`config.mk`:
```
export PLATFORM = sky130hd
export DESIGN_NAME = battery_health_check_top_flat
export DESIGN_NICKNAME = d
export VERILOG_FILES = /design/src/rtl/core/bhc_pkg.sv /design/src/rtl/core/bhc_sample_if.sv /design/src/rtl/core/bhc_result_if.sv /design/src/rtl/core/bhc_config.sv /design/src/rtl/core/bhc_divider.sv /design/src/rtl/core/battery_health_check_top.sv /design/src/flat_wrapper.sv
export SDC_FILE = /design/constraint.sdc
export NUM_CORES = 1
export LEC_CHECK = 0
export ABC_AREA = 1
export BUFFER_PORTS_ARGS = -buffer_cell sky130_fd_sc_hd__buf_2
export CAP_MARGIN = 25
export CORE_MARGIN = 2
export CORE_UTILIZATION = 30
export CTS_CLUSTER_SIZE = 10
export DETAILED_ROUTE_END_ITERATION = 12
export SLEW_MARGIN = 20
export SYNTH_ARGS = -nofsm -noshare
export SYNTH_HDL_FRONTEND = slang
export SYNTH_HIERARCHICAL = 1
export SYNTH_SLANG_ARGS = --single-unit
```
`constraint.sdc`:
```
create_clock -name clk -period 7.9 [get_ports clk]
set_input_delay 0.79 -clock clk [delete_from_list [all_inputs] [get_ports clk]]
set_output_delay 0.79 -clock clk [all_outputs]
set_load 0.02 [all_outputs]
```
`src/rtl/core/bhc_pkg.sv`:
```
// ----------------------------------------------------------------------------
// bhc_pkg
// Shared types, codes and constants of the battery health checker.
// ----------------------------------------------------------------------------
package bhc_pkg;

  localparam int VOLT_W   = 16;
  localparam int CURR_W   = 16;
  localparam int TS_W     = 48;
  localparam int RATE_W   = 27;
  localparam int NUM_W    = 26;
  localparam int DROP_W   = 26;
  localparam int IMAX_W   = 15;
  localparam int COUNT_W  = 32;
  localparam int FLAGS_W  = 6;
  localparam int CFG_IDX_W  = 3;
  localparam int CFG_DATA_W = 26;

  // Millivolts per second from millivolts per millisecond.
  localparam int RATE_SCALE = 1000;

  localparam logic [VOLT_W-1:0] CRITICAL_RST  = 16'd6000;
  localparam logic [VOLT_W-1:0] AOCS_OFF_RST  = 16'd6600;
  localparam logic [VOLT_W-1:0] MAX_VOLT_RST  = 16'd8400;
  localparam logic [DROP_W-1:0] MAX_DROP_RST  = 26'd1000;
  localparam logic [IMAX_W-1:0] MAX_CURR_RST  = 15'd2000;
  localparam logic [15:0]       PERIOD_RST    = 16'd100;

  // Fault mask bit positions.
  localparam int FLAG_TIMESTAMP = 0;
  localparam int FLAG_CRITICAL  = 1;
  localparam int FLAG_LOW       = 2;
  localparam int FLAG_OVERVOLT  = 3;
  localparam int FLAG_DROP      = 4;
  localparam int FLAG_OVERCURR  = 5;

  typedef enum logic [CFG_IDX_W-1:0] {
    REG_CRITICAL = 3'd0,
    REG_AOCS_OFF = 3'd1,
    REG_MAX_VOLT = 3'd2,
    REG_MAX_DROP = 3'd3,
    REG_MAX_CURR = 3'd4,
    REG_PERIOD   = 3'd5
  } cfg_reg_t;

  typedef enum logic [1:0] {
    STATUS_OK      = 2'd0,
    STATUS_BAD_CFG = 2'd1,
    STATUS_STALE   = 2'd2
  } status_t;

  typedef enum logic [1:0] {
    SEV_OK       = 2'd0,
    SEV_WARNING  = 2'd1,
    SEV_ERROR    = 2'd2,
    SEV_CRITICAL = 2'd3
  } severity_t;

  typedef enum logic [1:0] {
    ST_IDLE,
    ST_PREP,
    ST_DIV,
    ST_DONE
  } ctrl_state_t;

  typedef struct packed {
    logic [VOLT_W-1:0] critical_mv;
    logic [VOLT_W-1:0] aocs_off_mv;
    logic [VOLT_W-1:0] max_voltage_mv;
    logic [DROP_W-1:0] max_drop_rate_mv_s;
    logic [IMAX_W-1:0] max_current_ma;
    logic              ok;
  } cfg_t;

endpackage

```
`src/rtl/core/bhc_sample_if.sv`:
```
// ----------------------------------------------------------------------------
// bhc_sample_if
// Valid/ready channel carrying one battery sample word.
// ----------------------------------------------------------------------------
interface bhc_sample_if import bhc_pkg::*; ();
  logic                     valid;
  logic                     ready;
  logic [VOLT_W-1:0]        voltage_mv;
  logic signed [CURR_W-1:0] current_ma;
  logic [TS_W-1:0]          stamp_ms;

  modport source (output valid, voltage_mv, current_ma, stamp_ms, input ready);
  modport sink   (input valid, voltage_mv, current_ma, stamp_ms, output ready);
endinterface

```
`src/rtl/core/bhc_result_if.sv`:
```
// ----------------------------------------------------------------------------
// bhc_result_if
// Valid/ready channel carrying one health check result word.
// ----------------------------------------------------------------------------
interface bhc_result_if import bhc_pkg::*; ();
  logic                     valid;
  logic                     ready;
  logic [1:0]               status;
  logic [FLAGS_W-1:0]       fault_flags;
  logic [1:0]               severity;
  logic                     aocs_off_request;
  logic signed [RATE_W-1:0] rate_mv_per_s;
  logic                     rate_known;
  logic [COUNT_W-1:0]       samples_seen;

  modport source (output valid, status, fault_flags, severity, aocs_off_request,
                  rate_mv_per_s, rate_known, samples_seen, input ready);
  modport sink   (input valid, status, fault_flags, severity, aocs_off_request,
                  rate_mv_per_s, rate_known, samples_seen, output ready);
endinterface

```
`src/rtl/core/bhc_config.sv`:
```
// ----------------------------------------------------------------------------
// bhc_config
// Threshold registers with write port and configuration validity check.
// ----------------------------------------------------------------------------
module bhc_config import bhc_pkg::*; (
  input  logic                  clk,
  input  logic                  rst,
  input  logic                  wr_en,
  input  logic [CFG_IDX_W-1:0]  index,
  input  logic [CFG_DATA_W-1:0] data,
  output cfg_t                  cfg
);

  logic [VOLT_W-1:0] critical_mv;
  logic [VOLT_W-1:0] aocs_off_mv;
  logic [VOLT_W-1:0] max_voltage_mv;
  logic [DROP_W-1:0] max_drop_rate_mv_s;
  logic [IMAX_W-1:0] max_current_ma;
  logic [15:0]       sample_period_ms;

  always_ff @(posedge clk) begin
    if (rst) begin
      critical_mv        <= CRITICAL_RST;
      aocs_off_mv        <= AOCS_OFF_RST;
      max_voltage_mv     <= MAX_VOLT_RST;
      max_drop_rate_mv_s <= MAX_DROP_RST;
      max_current_ma     <= MAX_CURR_RST;
      sample_period_ms   <= PERIOD_RST;
    end else if (wr_en) begin
      case (index)
        REG_CRITICAL: critical_mv        <= data[VOLT_W-1:0];
        REG_AOCS_OFF: aocs_off_mv        <= data[VOLT_W-1:0];
        REG_MAX_VOLT: max_voltage_mv     <= data[VOLT_W-1:0];
        REG_MAX_DROP: max_drop_rate_mv_s <= data[DROP_W-1:0];
        REG_MAX_CURR: max_current_ma     <= data[IMAX_W-1:0];
        REG_PERIOD:   sample_period_ms   <= data[15:0];
        default: ;
      endcase
    end
  end

  always_comb begin
    cfg.critical_mv        = critical_mv;
    cfg.aocs_off_mv        = aocs_off_mv;
    cfg.max_voltage_mv     = max_voltage_mv;
    cfg.max_drop_rate_mv_s = max_drop_rate_mv_s;
    cfg.max_current_ma     = max_current_ma;
    cfg.ok = (critical_mv != '0) && (critical_mv < aocs_off_mv) &&
             (aocs_off_mv < max_voltage_mv) && (max_drop_rate_mv_s != '0) &&
             (max_current_ma != '0) && (sample_period_ms != '0);
  end

endmodule

```
`src/rtl/core/bhc_divider.sv`:
```
// ----------------------------------------------------------------------------
// bhc_divider
// Restoring bit-serial divider, one quotient bit per cycle.
// ----------------------------------------------------------------------------
module bhc_divider import bhc_pkg::*; #(
  parameter int NUM_BITS = NUM_W,
  parameter int DEN_BITS = TS_W
) (
  input  logic                clk,
  input  logic                rst,
  input  logic                start,
  input  logic [NUM_BITS-1:0] dividend,
  input  logic [DEN_BITS-1:0] divisor,
  output logic                busy,
  output logic                done,
  output logic [NUM_BITS-1:0] quotient,
  output logic                rem_nonzero
);

  localparam int CNT_W = $clog2(NUM_BITS + 1);

  logic [NUM_BITS-1:0] dq;
  logic [DEN_BITS-1:0] rem;
  logic [DEN_BITS-1:0] den;
  logic [CNT_W-1:0]    cnt;
  logic [DEN_BITS:0]   trial;
  logic [DEN_BITS:0]   diff;
  logic                fits;

  // The dividend shifts out at the top while quotient bits shift in below.
  always_comb begin
    trial = {rem, dq[NUM_BITS-1]};
    fits  = trial >= {1'b0, den};
    diff  = trial - {1'b0, den};
  end

  always_ff @(posedge clk) begin
    if (rst) begin
      busy <= 1'b0;
      done <= 1'b0;
      cnt  <= '0;
    end else begin
      done <= 1'b0;
      if (start) begin
        busy <= 1'b1;
        cnt  <= CNT_W'(NUM_BITS);
      end else if (busy) begin
        cnt <= cnt - 1'b1;
        if (cnt == CNT_W'(1)) begin
          busy <= 1'b0;
          done <= 1'b1;
        end
      end
    end
  end

  always_ff @(posedge clk) begin
    if (start) begin
      dq  <= dividend;
      rem <= '0;
      den <= divisor;
    end else if (busy) begin
      dq  <= {dq[NUM_BITS-2:0], fits};
      rem <= fits ? diff[DEN_BITS-1:0] : trial[DEN_BITS-1:0];
    end
  end

  assign quotient    = dq;
  assign rem_nonzero = |rem;

endmodule

```
`src/rtl/core/battery_health_check_top.sv`:
```
// ----------------------------------------------------------------------------
// battery_health_check_top
// Battery voltage/current fault monitor with serial voltage rate divider.
//
//   Channel  Kind             Width  Contents
//   sample   valid/ready in   80     voltage_mv, current_ma, stamp_ms
//   result   valid/ready out  71     status, fault_flags, severity, aocs,
//                                    rate_mv_per_s, rate_known, samples_seen
//   cfg      write only       3+26   cfg_wr_en, cfg_index, cfg_data
//
// A word that needs a rate passes from the idle state, in which it is taken,
// through the prepare state, the bit-serial divider (26 quotient bits and its
// done pulse) and the output load before the next word can be accepted.
// Words without a rate skip the divider. The load waits for a free output.
// Reset is synchronous and restores the default thresholds and clears state.
// A new sample is taken while the previous result waits in the output register.
// ----------------------------------------------------------------------------
module battery_health_check_top import bhc_pkg::*; (
  input  logic                  clk,
  input  logic                  rst,
  bhc_sample_if.sink            sample,
  bhc_result_if.source          result,
  input  logic                  cfg_wr_en,
  input  logic [CFG_IDX_W-1:0]  cfg_index,
  input  logic [CFG_DATA_W-1:0] cfg_data
);

  cfg_t        cfg;
  ctrl_state_t state, state_next;

  logic [VOLT_W-1:0]        v_q;
  logic signed [CURR_W-1:0] c_q;
  logic [TS_W-1:0]          ts_q;

  logic               has_prev;
  logic [VOLT_W-1:0]  prev_v;
  logic [TS_W-1:0]    prev_time;
  logic [COUNT_W-1:0] accepted_count;

  status_t            st_status;
  logic [FLAGS_W-1:0] base_flags;
  severity_t          base_sev;
  logic               base_aocs;
  logic               use_rate;
  logic               fall_q;

  logic [TS_W-1:0]    dt;
  logic               stale;
  logic               falling;
  logic [VOLT_W-1:0]  dv;
  logic [NUM_W-1:0]   num;
  logic [CURR_W-1:0]  cmag;
  logic               accept_ok;
  logic               div_start;

  logic               div_busy;
  logic               div_done;
  logic [NUM_W-1:0]   div_quot;
  logic               div_rnz;

  logic [FLAGS_W-1:0]       cls_flags;
  severity_t                cls_sev;
  logic                     cls_aocs;
  logic                     drop;
  severity_t                fin_sev;
  logic [RATE_W-1:0]        fin_rate;
  logic                     load;
  logic                     res_valid;

  bhc_config u_config (
    .clk   (clk),
    .rst   (rst),
    .wr_en (cfg_wr_en),
    .index (cfg_index),
    .data  (cfg_data),
    .cfg   (cfg)
  );

  bhc_divider #(
    .NUM_BITS (NUM_W),
    .DEN_BITS (TS_W)
  ) u_divider (
    .clk         (clk),
    .rst         (rst),
    .start       (div_start),
    .dividend    (num),
    .divisor     (dt),
    .busy        (div_busy),
    .done        (div_done),
    .quotient    (div_quot),
    .rem_nonzero (div_rnz)
  );

  assign sample.ready = (state == ST_IDLE) && !rst;

  // Checks of the captured sample, evaluated in the prepare cycle.
  always_comb begin
    dt        = ts_q - prev_time;
    stale     = has_prev && (ts_q <= prev_time);
    falling   = v_q < prev_v;
    dv        = falling ? (prev_v - v_q) : (v_q - prev_v);
    num       = NUM_W'(dv) * NUM_W'(RATE_SCALE);
    cmag      = c_q[CURR_W-1] ? CURR_W'(-c_q) : CURR_W'(c_q);
    accept_ok = cfg.ok && !stale;
    div_start = (state == ST_PREP) && accept_ok && has_prev;

    cls_flags = '0;
    cls_sev   = SEV_OK;
    cls_aocs  = 1'b0;
    if (v_q <= cfg.critical_mv) begin
      cls_flags[FLAG_CRITICAL] = 1'b1;
      cls_sev  = SEV_CRITICAL;
      cls_aocs = 1'b1;
    end else if (v_q < cfg.aocs_off_mv) begin
      cls_flags[FLAG_LOW] = 1'b1;
      cls_sev  = SEV_ERROR;
      cls_aocs = 1'b1;
    end else if (v_q >= cfg.max_voltage_mv) begin
      cls_flags[FLAG_OVERVOLT] = 1'b1;
      cls_sev = SEV_ERROR;
    end
    if (cmag >= {1'b0, cfg.max_current_ma}) begin
      cls_flags[FLAG_OVERCURR] = 1'b1;
      cls_aocs = 1'b1;
      if (cls_sev == SEV_OK) begin
        cls_sev = SEV_ERROR;
      end
    end
  end

  // Drop rate: the exact fall rate exceeds the limit when the quotient is
  // above it, or equal to it with a nonzero remainder.
  always_comb begin
    drop = use_rate && fall_q &&
           ((div_quot > cfg.max_drop_rate_mv_s) ||
            ((div_quot == cfg.max_drop_rate_mv_s) && div_rnz));
    fin_sev = base_sev;
    if (drop && (base_sev == SEV_OK)) begin
      fin_sev = SEV_WARNING;
    end
    if (!use_rate) begin
      fin_rate = '0;
    end else if (fall_q) begin
      fin_rate = RATE_W'(-{1'b0, div_quot});
    end else begin
      fin_rate = RATE_W'({1'b0, div_quot});
    end
  end

  always_comb begin
    state_next = state;
    load       = 1'b0;
    case (state)
      ST_IDLE: begin
        if (sample.valid) state_next = ST_PREP;
      end
      ST_PREP: begin
        state_next = div_start ? ST_DIV : ST_DONE;
      end
      ST_DIV: begin
        if (div_done) state_next = ST_DONE;
      end
      ST_DONE: begin
        if (!res_valid || result.ready) begin
          load       = 1'b1;
          state_next = ST_IDLE;
        end
      end
      default: state_next = ST_IDLE;
    endcase
  end

  always_ff @(posedge clk) begin
    if (rst) begin
      state          <= ST_IDLE;
      has_prev       <= 1'b0;
      prev_v         <= '0;
      prev_time      <= '0;
      accepted_count <= '0;
      res_valid      <= 1'b0;
    end else begin
      state <= state_next;
      if ((state == ST_PREP) && accept_ok) begin
        has_prev  <= 1'b1;
        prev_v    <= v_q;
        prev_time <= ts_q;
        if (accepted_count != '1) begin
          accepted_count <= accepted_count + 1'b1;
        end
      end
      if (load) begin
        res_valid <= 1'b1;
      end else if (result.ready) begin
        res_valid <= 1'b0;
      end
    end
  end

  always_ff @(posedge clk) begin
    if (sample.valid && sample.ready) begin
      v_q  <= sample.voltage_mv;
      c_q  <= sample.current_ma;
      ts_q <= sample.stamp_ms;
    end
    if (state == ST_PREP) begin
      use_rate <= div_start;
      fall_q   <= falling;
      if (!cfg.ok) begin
        st_status  <= STATUS_BAD_CFG;
        base_flags <= '0;
        base_sev   <= SEV_OK;
        base_aocs  <= 1'b0;
      end else if (stale) begin
        st_status  <= STATUS_STALE;
        base_flags <= FLAGS_W'(1) << FLAG_TIMESTAMP;
        base_sev   <= SEV_ERROR;
        base_aocs  <= 1'b0;
      end else begin
        st_status  <= STATUS_OK;
        base_flags <= cls_flags;
        base_sev   <= cls_sev;
        base_aocs  <= cls_aocs;
      end
    end
    if (load) begin
      result.status           <= st_status;
      result.fault_flags      <= base_flags | (FLAGS_W'(drop) << FLAG_DROP);
      result.severity         <= fin_sev;
      result.aocs_off_request <= base_aocs;
      result.rate_mv_per_s    <= fin_rate;
      result.rate_known       <= use_rate;
      result.samples_seen     <= (st_status == STATUS_BAD_CFG) ? '0 : accepted_count;
    end
  end

  assign result.valid = res_valid;

  a_div_idle_start: assert property (@(posedge clk) disable iff (rst)
    div_start |-> !div_busy)
    else $error("divider started while busy");

  a_count_monotonic: assert property (@(posedge clk) disable iff (rst)
    ##1 accepted_count >= $past(accepted_count))
    else $error("sample count went backward");

  a_rate_only_ok: assert property (@(posedge clk) disable iff (rst)
    result.valid && result.rate_known |-> result.status == STATUS_OK)
    else $error("rate reported on a rejected sample");

  a_rate_zero: assert property (@(posedge clk) disable iff (rst)
    result.valid && !result.rate_known |-> result.rate_mv_per_s == '0)
    else $error("nonzero rate without rate_known");

endmodule
```
`src/flat_wrapper.sv`:
```
// flat-port wrapper written by rule: the top's interface ports become plain ports
module battery_health_check_top_flat import bhc_pkg::*;
  (clk, rst, cfg_wr_en, cfg_index, cfg_data, sample_valid, sample_voltage_mv, sample_current_ma, sample_stamp_ms, sample_ready, result_valid, result_status, result_fault_flags, result_severity, result_aocs_off_request, result_rate_mv_per_s, result_rate_known, result_samples_seen, result_ready);
  bhc_sample_if sample_i ();
  bhc_result_if result_i ();
  input  logic clk;
  input  logic rst;
  input  logic cfg_wr_en;
  input  logic [CFG_IDX_W-1:0] cfg_index;
  input  logic [CFG_DATA_W-1:0] cfg_data;
  input wire logic [$bits(sample_i.valid)-1:0] sample_valid;
  input wire logic [$bits(sample_i.voltage_mv)-1:0] sample_voltage_mv;
  input wire logic [$bits(sample_i.current_ma)-1:0] sample_current_ma;
  input wire logic [$bits(sample_i.stamp_ms)-1:0] sample_stamp_ms;
  output wire logic [$bits(sample_i.ready)-1:0] sample_ready;
  output wire logic [$bits(result_i.valid)-1:0] result_valid;
  output wire logic [$bits(result_i.status)-1:0] result_status;
  output wire logic [$bits(result_i.fault_flags)-1:0] result_fault_flags;
  output wire logic [$bits(result_i.severity)-1:0] result_severity;
  output wire logic [$bits(result_i.aocs_off_request)-1:0] result_aocs_off_request;
  output wire logic [$bits(result_i.rate_mv_per_s)-1:0] result_rate_mv_per_s;
  output wire logic [$bits(result_i.rate_known)-1:0] result_rate_known;
  output wire logic [$bits(result_i.samples_seen)-1:0] result_samples_seen;
  input wire logic [$bits(result_i.ready)-1:0] result_ready;
  assign sample_i.valid = sample_valid;
  assign sample_i.voltage_mv = sample_voltage_mv;
  assign sample_i.current_ma = sample_current_ma;
  assign sample_i.stamp_ms = sample_stamp_ms;
  assign sample_ready = sample_i.ready;
  assign result_valid = result_i.valid;
  assign result_status = result_i.status;
  assign result_fault_flags = result_i.fault_flags;
  assign result_severity = result_i.severity;
  assign result_aocs_off_request = result_i.aocs_off_request;
  assign result_rate_mv_per_s = result_i.rate_mv_per_s;
  assign result_rate_known = result_i.rate_known;
  assign result_samples_seen = result_i.samples_seen;
  assign result_i.ready = result_ready;
  battery_health_check_top u_core (.clk(clk), .rst(rst), .sample(sample_i), .result(result_i), .cfg_wr_en(cfg_wr_en), .cfg_index(cfg_index), .cfg_data(cfg_data));
endmodule
```
==> results.ini <==
[route]
wirelength_mm=108
wl_per_cell_um=16.5
drc=0
drt_iter0_markers=2011
num_vias=30600
viasPerCell=4.69
drt_first_pass_iters=6
ant_nets=0

[hold_path]
hold_path_depth=1
hold_path.class=in -> reg
min_to=u_core/ts_q[34]
min_from=sample_stamp_ms[34]

[placed_design]
dp.cells=6421
io_buffers=186
hpwl_mm=84.7
place_congestion=0.927

[die]
die_w_um=346
num_rows=125
initial_core_util_pct=30.2
core_mm2=0.116
ios=187
die_h_um=346
die-area_mm2=0.120

[logic_synthesis]
syn-cell-area_mm2=0.0350
synthArstFlopShare_pct=0
ys_types=59
synth_warnings=6
yosys_register_bits=494
syn_area_per_cell_um2=7.29
synth-edff-count=234
seq_area_frac_synth_pct=34.9
synth-main-ff-cell=dfxtp_1
synthCells=4804

[sta]
hold_viol_final=0
drv_slew=0
finClkSkew_ns=0.0347
tns_ns=0
slew_headroom_pct=31.6
max_freq_mhz=147
finalCritPeriodShare_pct=86.0
setup_viol=0
tightest_slew_ns=1.03
rsz0062_at_grt=false
post-route-min-period_ns=6.79
holdWs_ns=0.294

[global_routing]
track_usage_pct=17.6
grt_max_degree=71
grt_pass1_vias=29300
grt_pass1_wl_mm=167
grt-ovfl-total=0
antenna_found_initial=12

[status]
status=finished clean

[critical_path]
critPathLaunchType=register
rr_worst_depth=33
rrSetupSlack_ns=1.11
crit_start=u_core/v_q[0]
crit_path_frequent_cell=nand2_1
required_ns=8.31
cp_slowest_stage_delay_ns=0.52
path_max_fanout=26
cp.arrival_ns=7.20
rr_startpoint=u_core/v_q[0]
cp-end-kind=register
critPathSlowestCell=fa_1
r2r_end=u_core/u_divider/quotient[17]
crit_type=reg -> reg

[layout]
nNetsFinal=5429
drive_above_1_share_pct=7.45
fill_cells=12500
final_common_cell=nand2_1
syn2layout_area_growth_pct=12.0
final_cell_mix=1117 x nand2_1, 822 x inv_1, 565 x nor2_1
stdcell_count=6532

[clocking]
cts_made_buffers=60
htreeDepth=2
postCtsHoldBufs=0
clockBufferDepth=3
post_cts_buffers=0
cts_tree=yes
cts_root_buffer=clkbuf_16
clkLatencyLatePin_ns=0.67
cts_num_sinks=494
clk_pin_slew_ns=0.06
cts_resized=0

[run]
cap_violations=0

registers in the layout (all words and copies together), names as in the netlist, 2 cells and up:
signal and cells:
u_core/accepted_count 32, u_core/base_flags 4, u_core/c_q 16, u_core/prev_time 48
u_core/prev_v 16, u_core/result.fault_flags 6, u_core/result.rate_mv_per_s 27, u_core/result.samples_seen 32
u_core/result.severity 2, u_core/st_status 2, u_core/state 2, u_core/ts_q 48
u_core/u_config/aocs_off_mv 16, u_core/u_config/critical_mv 16, u_core/u_config/max_current_ma 15, u_core/u_config/max_drop_rate_mv_s 26
u_core/u_config/max_voltage_mv 16, u_core/u_config/sample_period_ms 16, u_core/u_divider/cnt 5, u_core/u_divider/den 48
u_core/u_divider/quotient 26, u_core/u_divider/rem 48, u_core/v_q 16
synthesized netlist by cell type (all sizes together) (2+ instances only):
master	n	share of area (%)
a211oi	5	0.11
a21boi	6	0.13
a21o	10	0.21
a21oi	296	4.3
a221oi	4	0.12
a31oi	21	0.38
and2	4	0.071
and3	9	0.16
buf	58	1.3
clkbuf	52	0.56
clkinv	3	0.032
dfxtp	260	15
edfxtp	234	20
fa	52	3.0
ha	304	11
inv	861	9.2
nand2	1131	12
nand3	228	3.3
nand3b	14	0.30
nand4	84	1.5
nor2	590	6.6
nor3	57	0.84
nor3b	4	0.086
nor4	22	0.39
nor4b	2	0.050
o2111ai	5	0.13
o211ai	16	0.34
o21a	13	0.28
o21ai	266	3.8
o21bai	25	0.54
o221ai	2	0.050
o311ai	2	0.050
o31ai	6	0.13
or2	4	0.071
xnor2	51	1.3
xor2	99	2.5
critical path: cells and delay by family, from the launching register on:
family / cells / cell delay [ns]
flops: 1 / 0.41
fa+ha+maj: 7 / 2.82
simple gates: 15 / 1.57
xor+xnor: 1 / 0.09
compound gates: 4 / 0.94
buf+inv: 6 / 0.72
through the flow:
step	instance area, µm²	setup WS [ns]	utilization [%]
CTS	39200	1.07	33.8
floorplan	35000	2.03	-
global route	39200	0.478	33.8
detailed placement	37400	1.09	32.2
finish	39200	1.11	33.8
global placement	37400	1.30	32.2
layout make-up:
type                            instances  area [µm²]  share of cell area [%]
Antenna cell                            2        5.00                  0.0128
Clock buffer                          101        1790                    4.56
Clock inverter                          8        81.3                   0.207
Inverter                              864        3240                    8.27
Multi-Input combinational cell       3338       18900                    48.3
Sequential cell                       494       12200                    31.2
Tap cell                             1524        1910                    4.86
Timing Repair Buffer                  201        1040                    2.66
worst max-delay path by stage:
stage	cells after the start	slack, ns	end
floorplan	32	2.03	u_core/u_divider/quotient[20]
global placement	29	1.30	u_core/u_divider/quotient[24]
detailed placement	29	1.09	u_core/u_divider/quotient[24]
CTS	29	1.07	u_core/u_divider/quotient[24]
global route	29	0.48	u_core/u_divider/quotient[24]
finish	33	1.11	u_core/u_divider/quotient[17]
logic make-up after synthesis:
group	after synthesis	synth area share, %
AO/OA/AOI/OAI	680	10.6
XOR/XNOR	150	3.75
AND/OR/NAND/NOR	2149	25.7
buffers and inverters	974	11.1
adder cells (fa/ha/maj)	356	13.8
other	1	0.0107
flip-flops	494	34.9
per-layer routing:
metal	track usage (%)	part of all wire, %
met1	23.9	47
met4	5.30	2.8
met5	0	0.065
met3	2.92	5.1
met2	28.5	45
Power is left out: the tool's default activity adds up to more than one toggle a clock period on the data nets, which glitch-free logic cannot reach.
